`src/sv/imufp_pkg.sv`:
```
// Types and constants of the IMU frame parser.
package imufp_pkg;

  localparam int unsigned HistDepth = 4;

  localparam logic [7:0] FrameHeader = 8'h5A;
  localparam logic [7:0] TypeRate    = 8'hAA;
  localparam logic [7:0] TypeHeading = 8'hBB;

  localparam logic signed [12:0] RateGain    = 13'sd4000;
  localparam logic signed [12:0] HeadingGain = 13'sd360;

  localparam logic [2:0] SkipReset = 3'd4;

  localparam logic KindRate    = 1'b0;
  localparam logic KindHeading = 1'b1;

  typedef struct packed {
    logic [7:0] rx_byte;
    logic       start_of_buffer;
  } in_req_t;

  typedef struct packed {
    logic               kind;
    logic signed [15:0] raw_value;
    logic signed [27:0] scaled_q16;
  } out_req_t;

endpackage

```
`src/sv/imu_frame_parser_core.sv`:
```
// Sliding-window IMU frame parser with checksum test and Q16 scaling.
//
//   channel | valid       | stall       | payload
//   --------+-------------+-------------+-------------------------
//   in      | in_valid_i  | in_stall_o  | in_data_i  (in_req_t)
//   out     | out_valid_o | out_stall_i | out_data_o (out_req_t)
//
// One byte per cycle while the input is not stalled; a frame result is registered
// into the output register, or into the skid entry while the output stalls. Window
// shift, checksum test and constant multiply run in the accept cycle. Results pass
// through an output register backed by one skid entry; input stalls only while the skid entry is full.
// Reset empties the window, loads the skip count with four, drops results.
module imu_frame_parser_core (
  input  logic               clk_i,
  input  logic               rst_ni,
  input  logic               in_valid_i,
  output logic               in_stall_o,
  input  imufp_pkg::in_req_t in_data_i,
  output logic               out_valid_o,
  input  logic               out_stall_i,
  output imufp_pkg::out_req_t out_data_o
);
  import imufp_pkg::*;

  logic [7:0] hist_q [HistDepth];
  logic [7:0] hist_d [HistDepth];
  logic [7:0] base   [HistDepth];
  logic [2:0] skip_q, skip_d, skip_base;

  logic               in_fire, out_fire, out_free;
  logic [7:0]         sum8;
  logic               frame_ok, hit;
  logic signed [15:0] raw;
  logic signed [12:0] gain;
  logic signed [28:0] prod;
  out_req_t           res;

  out_req_t out_q, skid_q;
  logic     out_valid_q, skid_valid_q;

  assign in_fire  = in_valid_i && !in_stall_o;
  assign out_fire = out_valid_q && !out_stall_i;
  assign out_free = !out_valid_q || out_fire;

  always_comb begin
    for (int i = 0; i < HistDepth; i++) begin
      base[i] = in_data_i.start_of_buffer ? 8'h00 : hist_q[i];
    end
    skip_base = in_data_i.start_of_buffer ? SkipReset : skip_q;

    // window after shift is base[1..3] followed by the new byte
    for (int i = 0; i < HistDepth - 1; i++) begin
      hist_d[i] = base[i + 1];
    end
    hist_d[HistDepth - 1] = in_data_i.rx_byte;

    sum8     = base[0] + base[1] + base[2] + base[3];
    frame_ok = (skip_base == 3'd0) && (base[0] == FrameHeader) &&
               (sum8 == in_data_i.rx_byte);

    if (skip_base != 3'd0) begin
      skip_d = skip_base - 3'd1;
    end else if (frame_ok) begin
      skip_d = SkipReset;
    end else begin
      skip_d = 3'd0;
    end

    raw  = {base[3], base[2]};
    gain = (base[1] == TypeRate) ? RateGain : HeadingGain;
    prod = raw * gain;
    hit  = frame_ok && ((base[1] == TypeRate) || (base[1] == TypeHeading));

    res.kind       = (base[1] == TypeRate) ? KindRate : KindHeading;
    res.raw_value  = raw;
    res.scaled_q16 = prod[27:0];
  end

  always_ff @(posedge clk_i or negedge rst_ni) begin
    if (!rst_ni) begin
      for (int i = 0; i < HistDepth; i++) begin
        hist_q[i] <= 8'h00;
      end
      skip_q <= SkipReset;
    end else if (in_fire) begin
      hist_q <= hist_d;
      skip_q <= skip_d;
    end
  end

  always_ff @(posedge clk_i or negedge rst_ni) begin
    if (!rst_ni) begin
      out_valid_q  <= 1'b0;
      skid_valid_q <= 1'b0;
    end else if (out_free) begin
      if (skid_valid_q) begin
        out_valid_q  <= 1'b1;
        skid_valid_q <= in_fire && hit;
      end else begin
        out_valid_q  <= in_fire && hit;
      end
    end else if (in_fire && hit) begin
      // hold the stalled result, park the new one
      skid_valid_q <= 1'b1;
    end
  end

  always_ff @(posedge clk_i) begin
    if (out_free) begin
      if (skid_valid_q) begin
        out_q <= skid_q;
        if (in_fire && hit) begin
          skid_q <= res;
        end
      end else if (in_fire && hit) begin
        out_q <= res;
      end
    end else if (in_fire && hit) begin
      skid_q <= res;
    end
  end

  assign in_stall_o  = skid_valid_q;
  assign out_valid_o = out_valid_q;
  assign out_data_o  = out_q;

endmodule

```
`config.mk`:
```
export PLATFORM = sky130hd
export DESIGN_NAME = imu_frame_parser_core
export DESIGN_NICKNAME = d
export VERILOG_FILES = /design/src/sv/imufp_pkg.sv /design/src/sv/imu_frame_parser_core.sv
export SDC_FILE = /design/constraint.sdc
export NUM_CORES = 1
export LEC_CHECK = 0
export BUFFER_PORTS_ARGS = -buffer_cell sky130_fd_sc_hd__buf_4
export CAP_MARGIN = 0
export CORE_MARGIN = 4
export CORE_UTILIZATION = 58
export DETAILED_ROUTE_END_ITERATION = 12
export GPL_ROUTABILITY_DRIVEN = 0
export PLACE_DENSITY = 0.77
export SYNTH_ARGS = -nofsm -noshare
export SYNTH_HDL_FRONTEND = slang
export SYNTH_SLANG_ARGS = --single-unit
```
`constraint.sdc`:
```
create_clock -name clk_i -period 10.45 [get_ports clk_i]
set_input_delay 0.5225 -clock clk_i [delete_from_list [all_inputs] [get_ports clk_i]]
set_output_delay 0.5225 -clock clk_i [all_outputs]
set_load 0.01 [all_outputs]
```
Word-level counts from Yosys, hierarchy flattened
Cells that the tools add are included.

Bits in registers: 127.

Add/sub/neg operators: 4. Multiply operators: 1. Eq/ne operators: 5. Mux-type cells: 18. Reductions and logical operators: 16.

Operators with widths (number): 45-bit 2-to-1 mux (5); 8-bit 2-to-1 mux (4); 16-bit by 13-bit multiplier with 28-bit output (1); 8-bit adder (3); 8-bit equality test, second input constant (2); 12-bit 2-to-1 mux (1); 3-bit 2-to-1 mux (3); 8-bit by 7-bit equality test with 1-bit output, second input constant (1); 8-bit equality test (1); 1-bit logical AND (6); 1-bit 2-to-1 mux (5); 2-bit nonzero test (2); 1-bit logical NOT (3); 3-bit logical NOT (1); 3-bit nonzero test (1); 3-bit by 1-bit subtractor with 3-bit output, second input constant (1); 1-bit logical OR (2); 2-bit by 1-bit != test with 1-bit output, second input constant (1); 2-bit AND reduction (1).

Longest topological paths before layout
Gate-level depths: netlist (run 1).

Word-level depth: 11. Depth in mapped cells: 25.

Worst setup path after synthesis (run 1)
No wires, ideal clock.

Kind: input to register. From: input port in_data_i[0] (netlist bit). To: register skid_q[10] (netlist bit) (enable). Library setup time: 0.546 ns. Data arrival time: 7.775 ns. Slack: 2.129 ns. Cell stages on the path: 15. Cells stage by stage: clkbuf_1 > clkbuf_1 > clkbuf_1 > nor2b_1 > inv_1 > fa_1 > inv_1 > fa_1 > ha_1 > and2_1 > a311o_1 > a21oi_1 > xnor2_1 > nand4b_1 > nor4_1.

RTL lines: start: declaration (line imu_frame_parser_core.sv:18) `input imufp_pkg::in_req_t in_data_i,`; end signal: assignment (line imu_frame_parser_core.sv:113) `skid_q <= res;`; end signal: assignment (line imu_frame_parser_core.sv:119) `skid_q <= res;`; end: declaration (line imu_frame_parser_core.sv:38) `out_req_t out_q, skid_q;`.

Worst setup path in the final report (run 1)
From: register hist_q[23] (netlist bit). To: register out_q, in the netlist out_data_o[24] (data pin).

Cells in the longest elaborated chain, start to end: 6.

RTL lines: start: declaration (line imu_frame_parser_core.sv:25) `logic [7:0] hist_q [HistDepth];`; start signal: assignment (line imu_frame_parser_core.sv:86) `hist_q <= hist_d;`; 8-bit 2-to-1 mux (line imu_frame_parser_core.sv:47) `base[i] = in_data_i.start_of_buffer ? 8'h00 : hist_q[i];`; 8-bit equality test (line imu_frame_parser_core.sv:70) `gain = (base[1] == TypeRate) ? RateGain : HeadingGain;`; 12-bit 2-to-1 mux (line imu_frame_parser_core.sv:70); 16-bit by 13-bit multiplier with 28-bit output (line imu_frame_parser_core.sv:71) `prod = raw * gain;`; 45-bit 2-to-1 mux (line imu_frame_parser_core.sv:115) `end else if (in_fire && hit) begin`; 45-bit 2-to-1 mux (line imu_frame_parser_core.sv:110) `if (skid_valid_q) begin`; end signal: assignment (line imu_frame_parser_core.sv:111) `out_q <= skid_q;`; end signal: assignment (line imu_frame_parser_core.sv:116) `out_q <= res;`; end: declaration (line imu_frame_parser_core.sv:38).

No other way between the ends. The select of a mux whose other input is x is not followed. A chain may end at the register's enable or synchronous reset.

==> flow_metrics.py, run 1 <==
metrics = {
    "run_status": {
        "status": "completed",
    },
    "sta": {
        "setup_tns_ps": 0,
        "hold_viol": 0,
        "hold_slack_ps": 44.4,
        "drv_slew": 0,
        "period_needed_ps": 6660,
        "final.period_utilization_pct": 63.7,
        "worst-slew-pin-transition_ps": 958,
        "postLayoutSetupSlackWorst_ps": 3790,
        "rsz0062_at_grt": "no",
        "fmax_ghz": 0.150,
        "setup_viol_count_final": 0,
        "slew-limit-headroom_pct": 35.7,
        "clock_skew_ps": 11.1,
    },
    "synth": {
        "yosys_warnings": 0,
        "ys_types": 61,
        "synthXorXnorAreaFrac_pct": 4.88,
        "netlist_instances": 990,
        "synth_compound_area_share_pct": 8.18,
        "async_flop_share_pct": 30.6,
        "synth_top_family_by_area": "adder cells",
        "synthAdderAreaFrac_pct": 29.8,
        "synth-seq-area-share_pct": 34.2,
        "ys_seq_elements": 121,
        "netlist_area_um2": 10100,
        "synth.mux.area_fraction_pct": 2.89,
        "synth-edff-count": 84,
        "synth_simple_gate_area_share_pct": 11.4,
        "postSynthAreaPerCell_um2": 10.2,
        "ys.flop_type": "edfxtp_1",
    },
    "detailed_routing": {
        "drcViolationCount": 0,
        "firstDrtPassIters": 5,
        "viasPerCell": 5.50,
        "num_vias": 6967,
        "final_antenna_net_count": 0,
        "drt_iter0_markers": 451,
        "wl_um": 20400,
        "wl_per_cell_um": 16.1,
    },
    "global_routing": {
        "grtUsageTotal_pct": 22.2,
        "grt_max_degree": 58,
        "grt_pass1_vias": 7208,
        "overflow": 0,
        "antenna_found_initial": 0,
        "grt_pass1_wl_um": 34800,
    },
    "cells_and_area": {
        "fillers": 1346,
        "n_antenna_cell": 0,
        "fin_nets": 1227,
        "layout-drive-gt1-share_pct": 12.8,
        "area_growth_pct": 11.6,
        "stdcell_area_um2": 11300,
    },
    "placement": {
        "dp_hpwl_um": 14900,
        "placed_cell_area_um2": 10700,
        "dp_worst_setup_slack_ps": 3440,
        "io_buffers": 56,
    },
    "critical_path": {
        "rrSetupSlack_ps": 3790,
        "crit_arrival_ps": 6820,
        "worstRegToRegCells": 21,
        "worst-path-max-fanout": 35,
        "worstSetupEndpointType": "flip-flop",
        "regToRegEndpoint": "out_data_o[24]",
        "start_kind": "flip-flop",
        "r2r_start": "hist_q[23]",
        "critPathKind": "flip-flop to flip-flop",
        "cp.required_ps": 10610,
    },
    "clock_tree": {
        "cts_sinks": 121,
        "clk_path_buf_depth": 2,
        "clk_latency_ps": 440,
        "root_buffer": "clkbuf_16",
        "htreeDepth": 4,
        "ctsResizeCount": 0,
        "tritoncts": "built",
        "path_clk_slew_ps": 70,
        "post_cts_buffers": 0,
        "hold_buffers": 0,
        "cts_made_buffers": 17,
    },
    "floorplanning": {
        "start_util_pct": 60.0,
        "die_x_um": 140,
        "die_area_um2": 19600,
        "rows": 47,
        "pin_count": 60,
        "coreArea_um2": 16800,
        "die_y_um": 140,
    },
    "pwr": {
        "swShare_pct": 33.2,
        "power_frac_comb_pct": 29.7,
        "peakVddDrop_v": 0.000122,
        "power_density_nw_per_um2": 145,
        "p_int_uw": 1090,
        "clockPowerShare_pct": 35.9,
        "p_sw_uw": 543,
        "seqPwrFrac_pct": 34.4,
        "p_leak_uw": 0.00531,
    },
    "flow_run": {
        "maxCapViolations": 0,
    },
    "worst_hold_path": {
        "worst_hold_path_type": "input port to asynchronous set/reset pin",
    },
}
## worst max-delay path by stage
stage                      start              to  cells after the start
floorplan           in_data_i[0]      skid_q[10]                     15
global placement    in_data_i[0]  out_data_o[22]                     22
detailed placement  in_data_i[0]  out_data_o[24]                     22
CTS                   hist_q[23]  out_data_o[24]                     21
global route          hist_q[23]  out_data_o[24]                     21
finish                hist_q[23]  out_data_o[24]                     21
## registers in the layout, summed over array words and instances (netlist names)
register,count
hist_q,32
in_stall_o,1
out_valid_o,1
out_data_o,42
skip_q,3
skid_q,42
## layout make-up
class | instances | area [µm²] | area share, %
multi-input combinational | 648 | 5790 | 51.5
sequential | 121 | 3450 | 30.7
inverter | 183 | 687 | 6.11
timing repair buffer | 62 | 465 | 4.14
clock buffer | 17 | 425 | 3.78
tap | 220 | 275 | 2.45
clock inverter | 15 | 154 | 1.37
## cells in the mapped netlist (4+ instances only)
cell type / instances / area (µm²)
nor3_1: 13 / 65.1
nor2_1: 56 / 210
and3_1: 5 / 31.3
a21oi_1: 40 / 200
buf_4: 6 / 45.0
nand2_1: 99 / 372
clkbuf_1: 29 / 109
nand3_1: 11 / 55.1
inv_1: 181 / 679
mux2_2: 25 / 282
fa_1: 98 / 1960
o21a_1: 4 / 30.0
o31ai_1: 4 / 30.0
nand2b_1: 19 / 119
ha_1: 83 / 1040
xnor2_1: 41 / 359
nand4_1: 4 / 25.0
a21o_1: 6 / 45.0
edfxtp_1: 84 / 2520
o211ai_1: 4 / 30.0
nor2b_1: 17 / 106
xor2_1: 10 / 87.6
o21ai_0: 61 / 305
dfrtp_1: 36 / 901
o22ai_1: 4 / 25.0
## metrics by stage
stage / utilization [%] / total power, µW / cells
floorplan: - / 955 / 993
global placement: 63.5 / 1040 / 1234
detailed placement: 63.5 / 1050 / 1234
CTS: 66.9 / 1650 / 1266
global route: 66.9 / 1740 / 1266
finish: 66.9 / 1640 / 1266
## layer usage
layer | vias up | share of wire, % | global-route usage, % | wire length [µm]
met5 | - | 0 | 0 | 0
met4 | 0 | 2.7 | 8.72 | 553
met3 | 36 | 5.2 | 4.22 | 1050
met2 | 190 | 49 | 36.6 | 9950
met1 | 3443 | 43 | 29.3 | 8810
li1 | 3298 | - | - | -
## power groups by stage
stage | registers, µW | clock network [µW] | logic [µW]
finish | 562 | 588 | 486
global route | 563 | 617 | 557
CTS | 562 | 596 | 488
detailed placement | 572 | 0 | 483
global placement | 572 | 0 | 469
floorplan | 569 | 0 | 386
## cells in the final DEF (no fill, tap or decap), types with 13 or more instances in the layout
master and n:
inv_1 181, nand2_1 99, fa_1 98, edfxtp_1 84, ha_1 83, buf_4 62
o21ai_0 60, nor2_1 56, xnor2_1 41, a21oi_1 40, dfrtp_1 35, mux2_2 25
nand2b_1 19, nor2b_1 17, clkbuf_16 17, nor3_1 13
## worst max-delay path, stage by stage (launching register included)
cell and delay (ps):
dfrtp_1 430, nand4b_1 150, nor4b_2 320, and2_1 190, buf_4 320, inv_2 320, nor2_1 360, inv_1 110
fa_1 510, inv_1 50, fa_1 440, fa_1 480, fa_1 500, inv_1 50, fa_1 470, inv_1 40
ha_1 360, nand4_1 140, or4_4 550, a31o_1 260, a21boi_1 230, o31ai_2 90
## cell families (layout without fill, tap and decap cells)
logic type,Yosys count,after routing
fa+ha+maj,181,181
xor+xnor,53,53
flops,121,121
buf+inv,224,277
compound gates,140,140
mux,26,26
simple gates,244,244
other cells,1,4
(Power assumes the default switching activity.)
==> run 2: changes to the inputs <==
--- a/config.mk
+++ b/config.mk
@@ -5,13 +5,14 @@
 export SDC_FILE = /design/constraint.sdc
 export NUM_CORES = 1
 export LEC_CHECK = 0
+export ABC_AREA = 1
 export BUFFER_PORTS_ARGS = -buffer_cell sky130_fd_sc_hd__buf_4
 export CAP_MARGIN = 0
 export CORE_MARGIN = 4
 export CORE_UTILIZATION = 58
 export DETAILED_ROUTE_END_ITERATION = 12
 export GPL_ROUTABILITY_DRIVEN = 0
-export PLACE_DENSITY = 0.77
+export PLACE_DENSITY = 0.76
 export SYNTH_ARGS = -nofsm -noshare
 export SYNTH_HDL_FRONTEND = slang
 export SYNTH_SLANG_ARGS = --single-unit
==> constraint.sdc (replaced) <==
create_clock -name clk_i -period 6.77 [get_ports clk_i]
set_input_delay 0.3385 -clock clk_i [delete_from_list [all_inputs] [get_ports clk_i]]
set_output_delay 0.3385 -clock clk_i [all_outputs]
set_load 0.01 [all_outputs]
==> flow_metrics.py, run 2 <==
metrics = {
    "floorplanning": {
        "die_y_um": 141,
        "pin_count": 60,
        "start_util_pct": 59.0,
        "rows": 48,
        "die_area_um2": 19800,
        "coreArea_um2": 17300,
        "die_x_um": 141,
    },
    "synth": {
        "async_flop_share_pct": 30.6,
        "netlist_instances": 1154,
        "synth_top_area_share_pct": 24.7,
        "ys_seq_elements": 121,
        "synth_most_common_cell": "inv_1",
        "ys_types": 44,
        "netlist_area_um2": 10200,
        "yosys-top-cells-count": "inv_1 (267), nand2_1 (258), fa_1 (98), edfxtp_1 (84), ha_1 (83)",
        "yosysTopAreaCell": "edfxtp_1",
        "yosys_warnings": 0,
        "synth-edff-count": 84,
        "postSynthAreaPerCell_um2": 8.85,
        "ys.flop_type": "edfxtp_1",
        "synth_area_leaders": "edfxtp_1 (25%), fa_1 (19%), ha_1 (10%), inv_1 (9.8%), nand2_1 (9.5%)",
        "synth-seq-area-share_pct": 33.8,
    },
    "detailed_routing": {
        "wl_per_cell_um": 14.6,
        "num_vias": 7569,
        "viasPerCell": 5.19,
        "firstDrtPassIters": 5,
        "drt_iter0_markers": 503,
        "drcViolationCount": 0,
        "final_antenna_net_count": 0,
        "wl_um": 21300,
    },
    "worst_hold_path": {
        "worst_hold_path_type": "input port to flip-flop",
    },
    "critical_path": {
        "rrSetupSlack_ps": 830,
        "worstSetupEndpointType": "flip-flop",
        "cp_top_family": "adder cells",
        "crit_arrival_ps": 6110,
        "cp_slowest_stage_delay_ps": 540,
        "crit_top_cell": "nand2_1",
        "cp.required_ps": 6950,
        "worst-path-max-fanout": 4,
        "slowest_stage": "fa_1",
        "cp.buffers_inverters": 6,
        "critPathKind": "flip-flop to flip-flop",
        "start_kind": "flip-flop",
    },
    "clock_tree": {
        "ctsResizeCount": 0,
        "cts_made_buffers": 17,
        "path_clk_slew_ps": 60,
        "clk_path_buf_depth": 2,
        "root_buffer": "clkbuf_16",
        "clk_latency_ps": 430,
        "post_cts_buffers": 0,
        "htreeDepth": 4,
        "tritoncts": "built",
        "cts_sinks": 121,
    },
    "placement": {
        "placed_cell_area_um2": 10900,
        "dp_hpwl_um": 16400,
        "io_buffers": 56,
    },
    "pwr": {
        "power_uw": 2370,
        "peakVddDrop_v": 0.000176,
        "p_leak_uw": 0.00598,
        "power_density_nw_per_um2": 206,
    },
    "sta": {
        "worst-slew-pin-transition_ps": 973,
        "slew-limit-headroom_pct": 35.1,
        "hold_slack_ps": 123,
        "rsz0062_at_grt": "no",
        "fmax_ghz": 0.168,
        "final.period_utilization_pct": 87.7,
        "clock_skew_ps": 7.47,
        "setup_tns_ps": 0,
        "period_needed_ps": 5940,
        "drv_slew": 0,
        "setup_viol_count_final": 0,
        "hold_viol": 0,
    },
    "global_routing": {
        "grtUsageTotal_pct": 23.2,
        "grt_max_degree": 60,
        "grt_pass1_wl_um": 36600,
        "antenna_found_initial": 0,
        "grt_pass1_vias": 7795,
        "overflow": 0,
    },
    "cells_and_area": {
        "stdcell_area_um2": 11500,
        "final_cell_mix": "inv_1 (267), nand2_1 (258), fa_1 (98)",
        "fillers": 1384,
        "layout-drive-gt1-share_pct": 10.9,
        "area_growth_pct": 12.9,
        "n_antenna_cell": 0,
        "fin_nets": 1415,
        "final_common_cell": "inv_1",
    },
    "run_status": {
        "status": "completed",
    },
    "flow_run": {
        "maxCapViolations": 0,
    },
}
run 2: cell types whose count changed after synthesis, sizes merged, moves of 8 or more:
| cell | before | now |
|---|---|---|
| nand2b | 19 | 0 |
| nand3 | 11 | 31 |
| clkbuf | 30 | 16 |
| mux2 | 25 | 0 |
| nor3 | 13 | 5 |
| nand2 | 99 | 262 |
| nor2b | 17 | 0 |
| nor2 | 56 | 82 |
| inv | 182 | 273 |
| xnor2 | 41 | 9 |
| xor2 | 10 | 21 |
run 2: repair_timing:
action,in CTS,in global routing
endpoints found under the hold margin,36,0
hold buffers,1,0
setup endpoints to repair,0,0
run 2: worst reg2reg max path: cells and delay by family (launching register included):
family / cells / cell delay, ps
and+or+nand+nor: 16 / 2160
adders and majority gates: 6 / 2540
DFF: 1 / 330
AOI/OAI and AO/OA: 2 / 280
buffers and inverters: 6 / 410
run 2: kinds of logic after synthesis:
kind of cell	Yosys count	synth area share, %
AO/OA/AOI/OAI	120	6.26
XOR/XNOR	30	2.57
adder cells (fa/ha/maj)	181	29.4
buffers and inverters	299	11.3
flip-flops	121	33.8
other	1	0.0367
AND/OR/NAND/NOR	402	16.6
run 2: through the flow:
stage	setup slack, ps	utilization, %	std cells
after floorplan	1000	-	1157
after global placement	688	63.1	1426
after detailed placement	526	63.1	1426
after CTS	843	66.6	1459
after global routing	282	66.6	1459
final	834	66.6	1459
run 2: final timing paths:
check                             start         end  depth (start not counted)
min in group asynchronous        rst_ni   hist_q[3]                          2
max in group asynchronous        rst_ni  in_stall_o                          2
min                        in_data_i[1]   hist_q[0]                          3
max reg2reg                  hist_q[17]  skid_q[20]                         30
min reg2reg                   skip_q[2]   skip_q[2]                          2
max                          hist_q[17]  skid_q[20]                         30
run 2: layout make-up:
class,count,area [µm²],area share [%]
sequential,121,3450,29.9
tap,225,282,2.44
clock inverter,14,161,1.40
clock buffer,18,439,3.81
multi-input combinational,737,5630,48.9
timing repair buffer,71,536,4.65
inverter,273,1030,8.91
run 2: per-layer routing:
| layer | up-vias | GRT usage (%) | part of all wire [%] |
|---|---|---|---|
| met5 | - | 0 | 0 |
| met4 | 0 | 6.43 | 1.4 |
| met3 | 30 | 3.83 | 5.4 |
| met2 | 183 | 39.3 | 49 |
| met1 | 3668 | 31.0 | 44 |
| li1 | 3688 | - | - |
run 2: where the power goes:
| group | internal, µW | leakage, µW | total [µW] | switching, µW |
|---|---|---|---|---|
| Combinational | 216 | 0.00444 | 593 | 377 |
| Clock | 560 | 0.000290 | 927 | 367 |
| Sequential | 839 | 0.00125 | 849 | 10.6 |
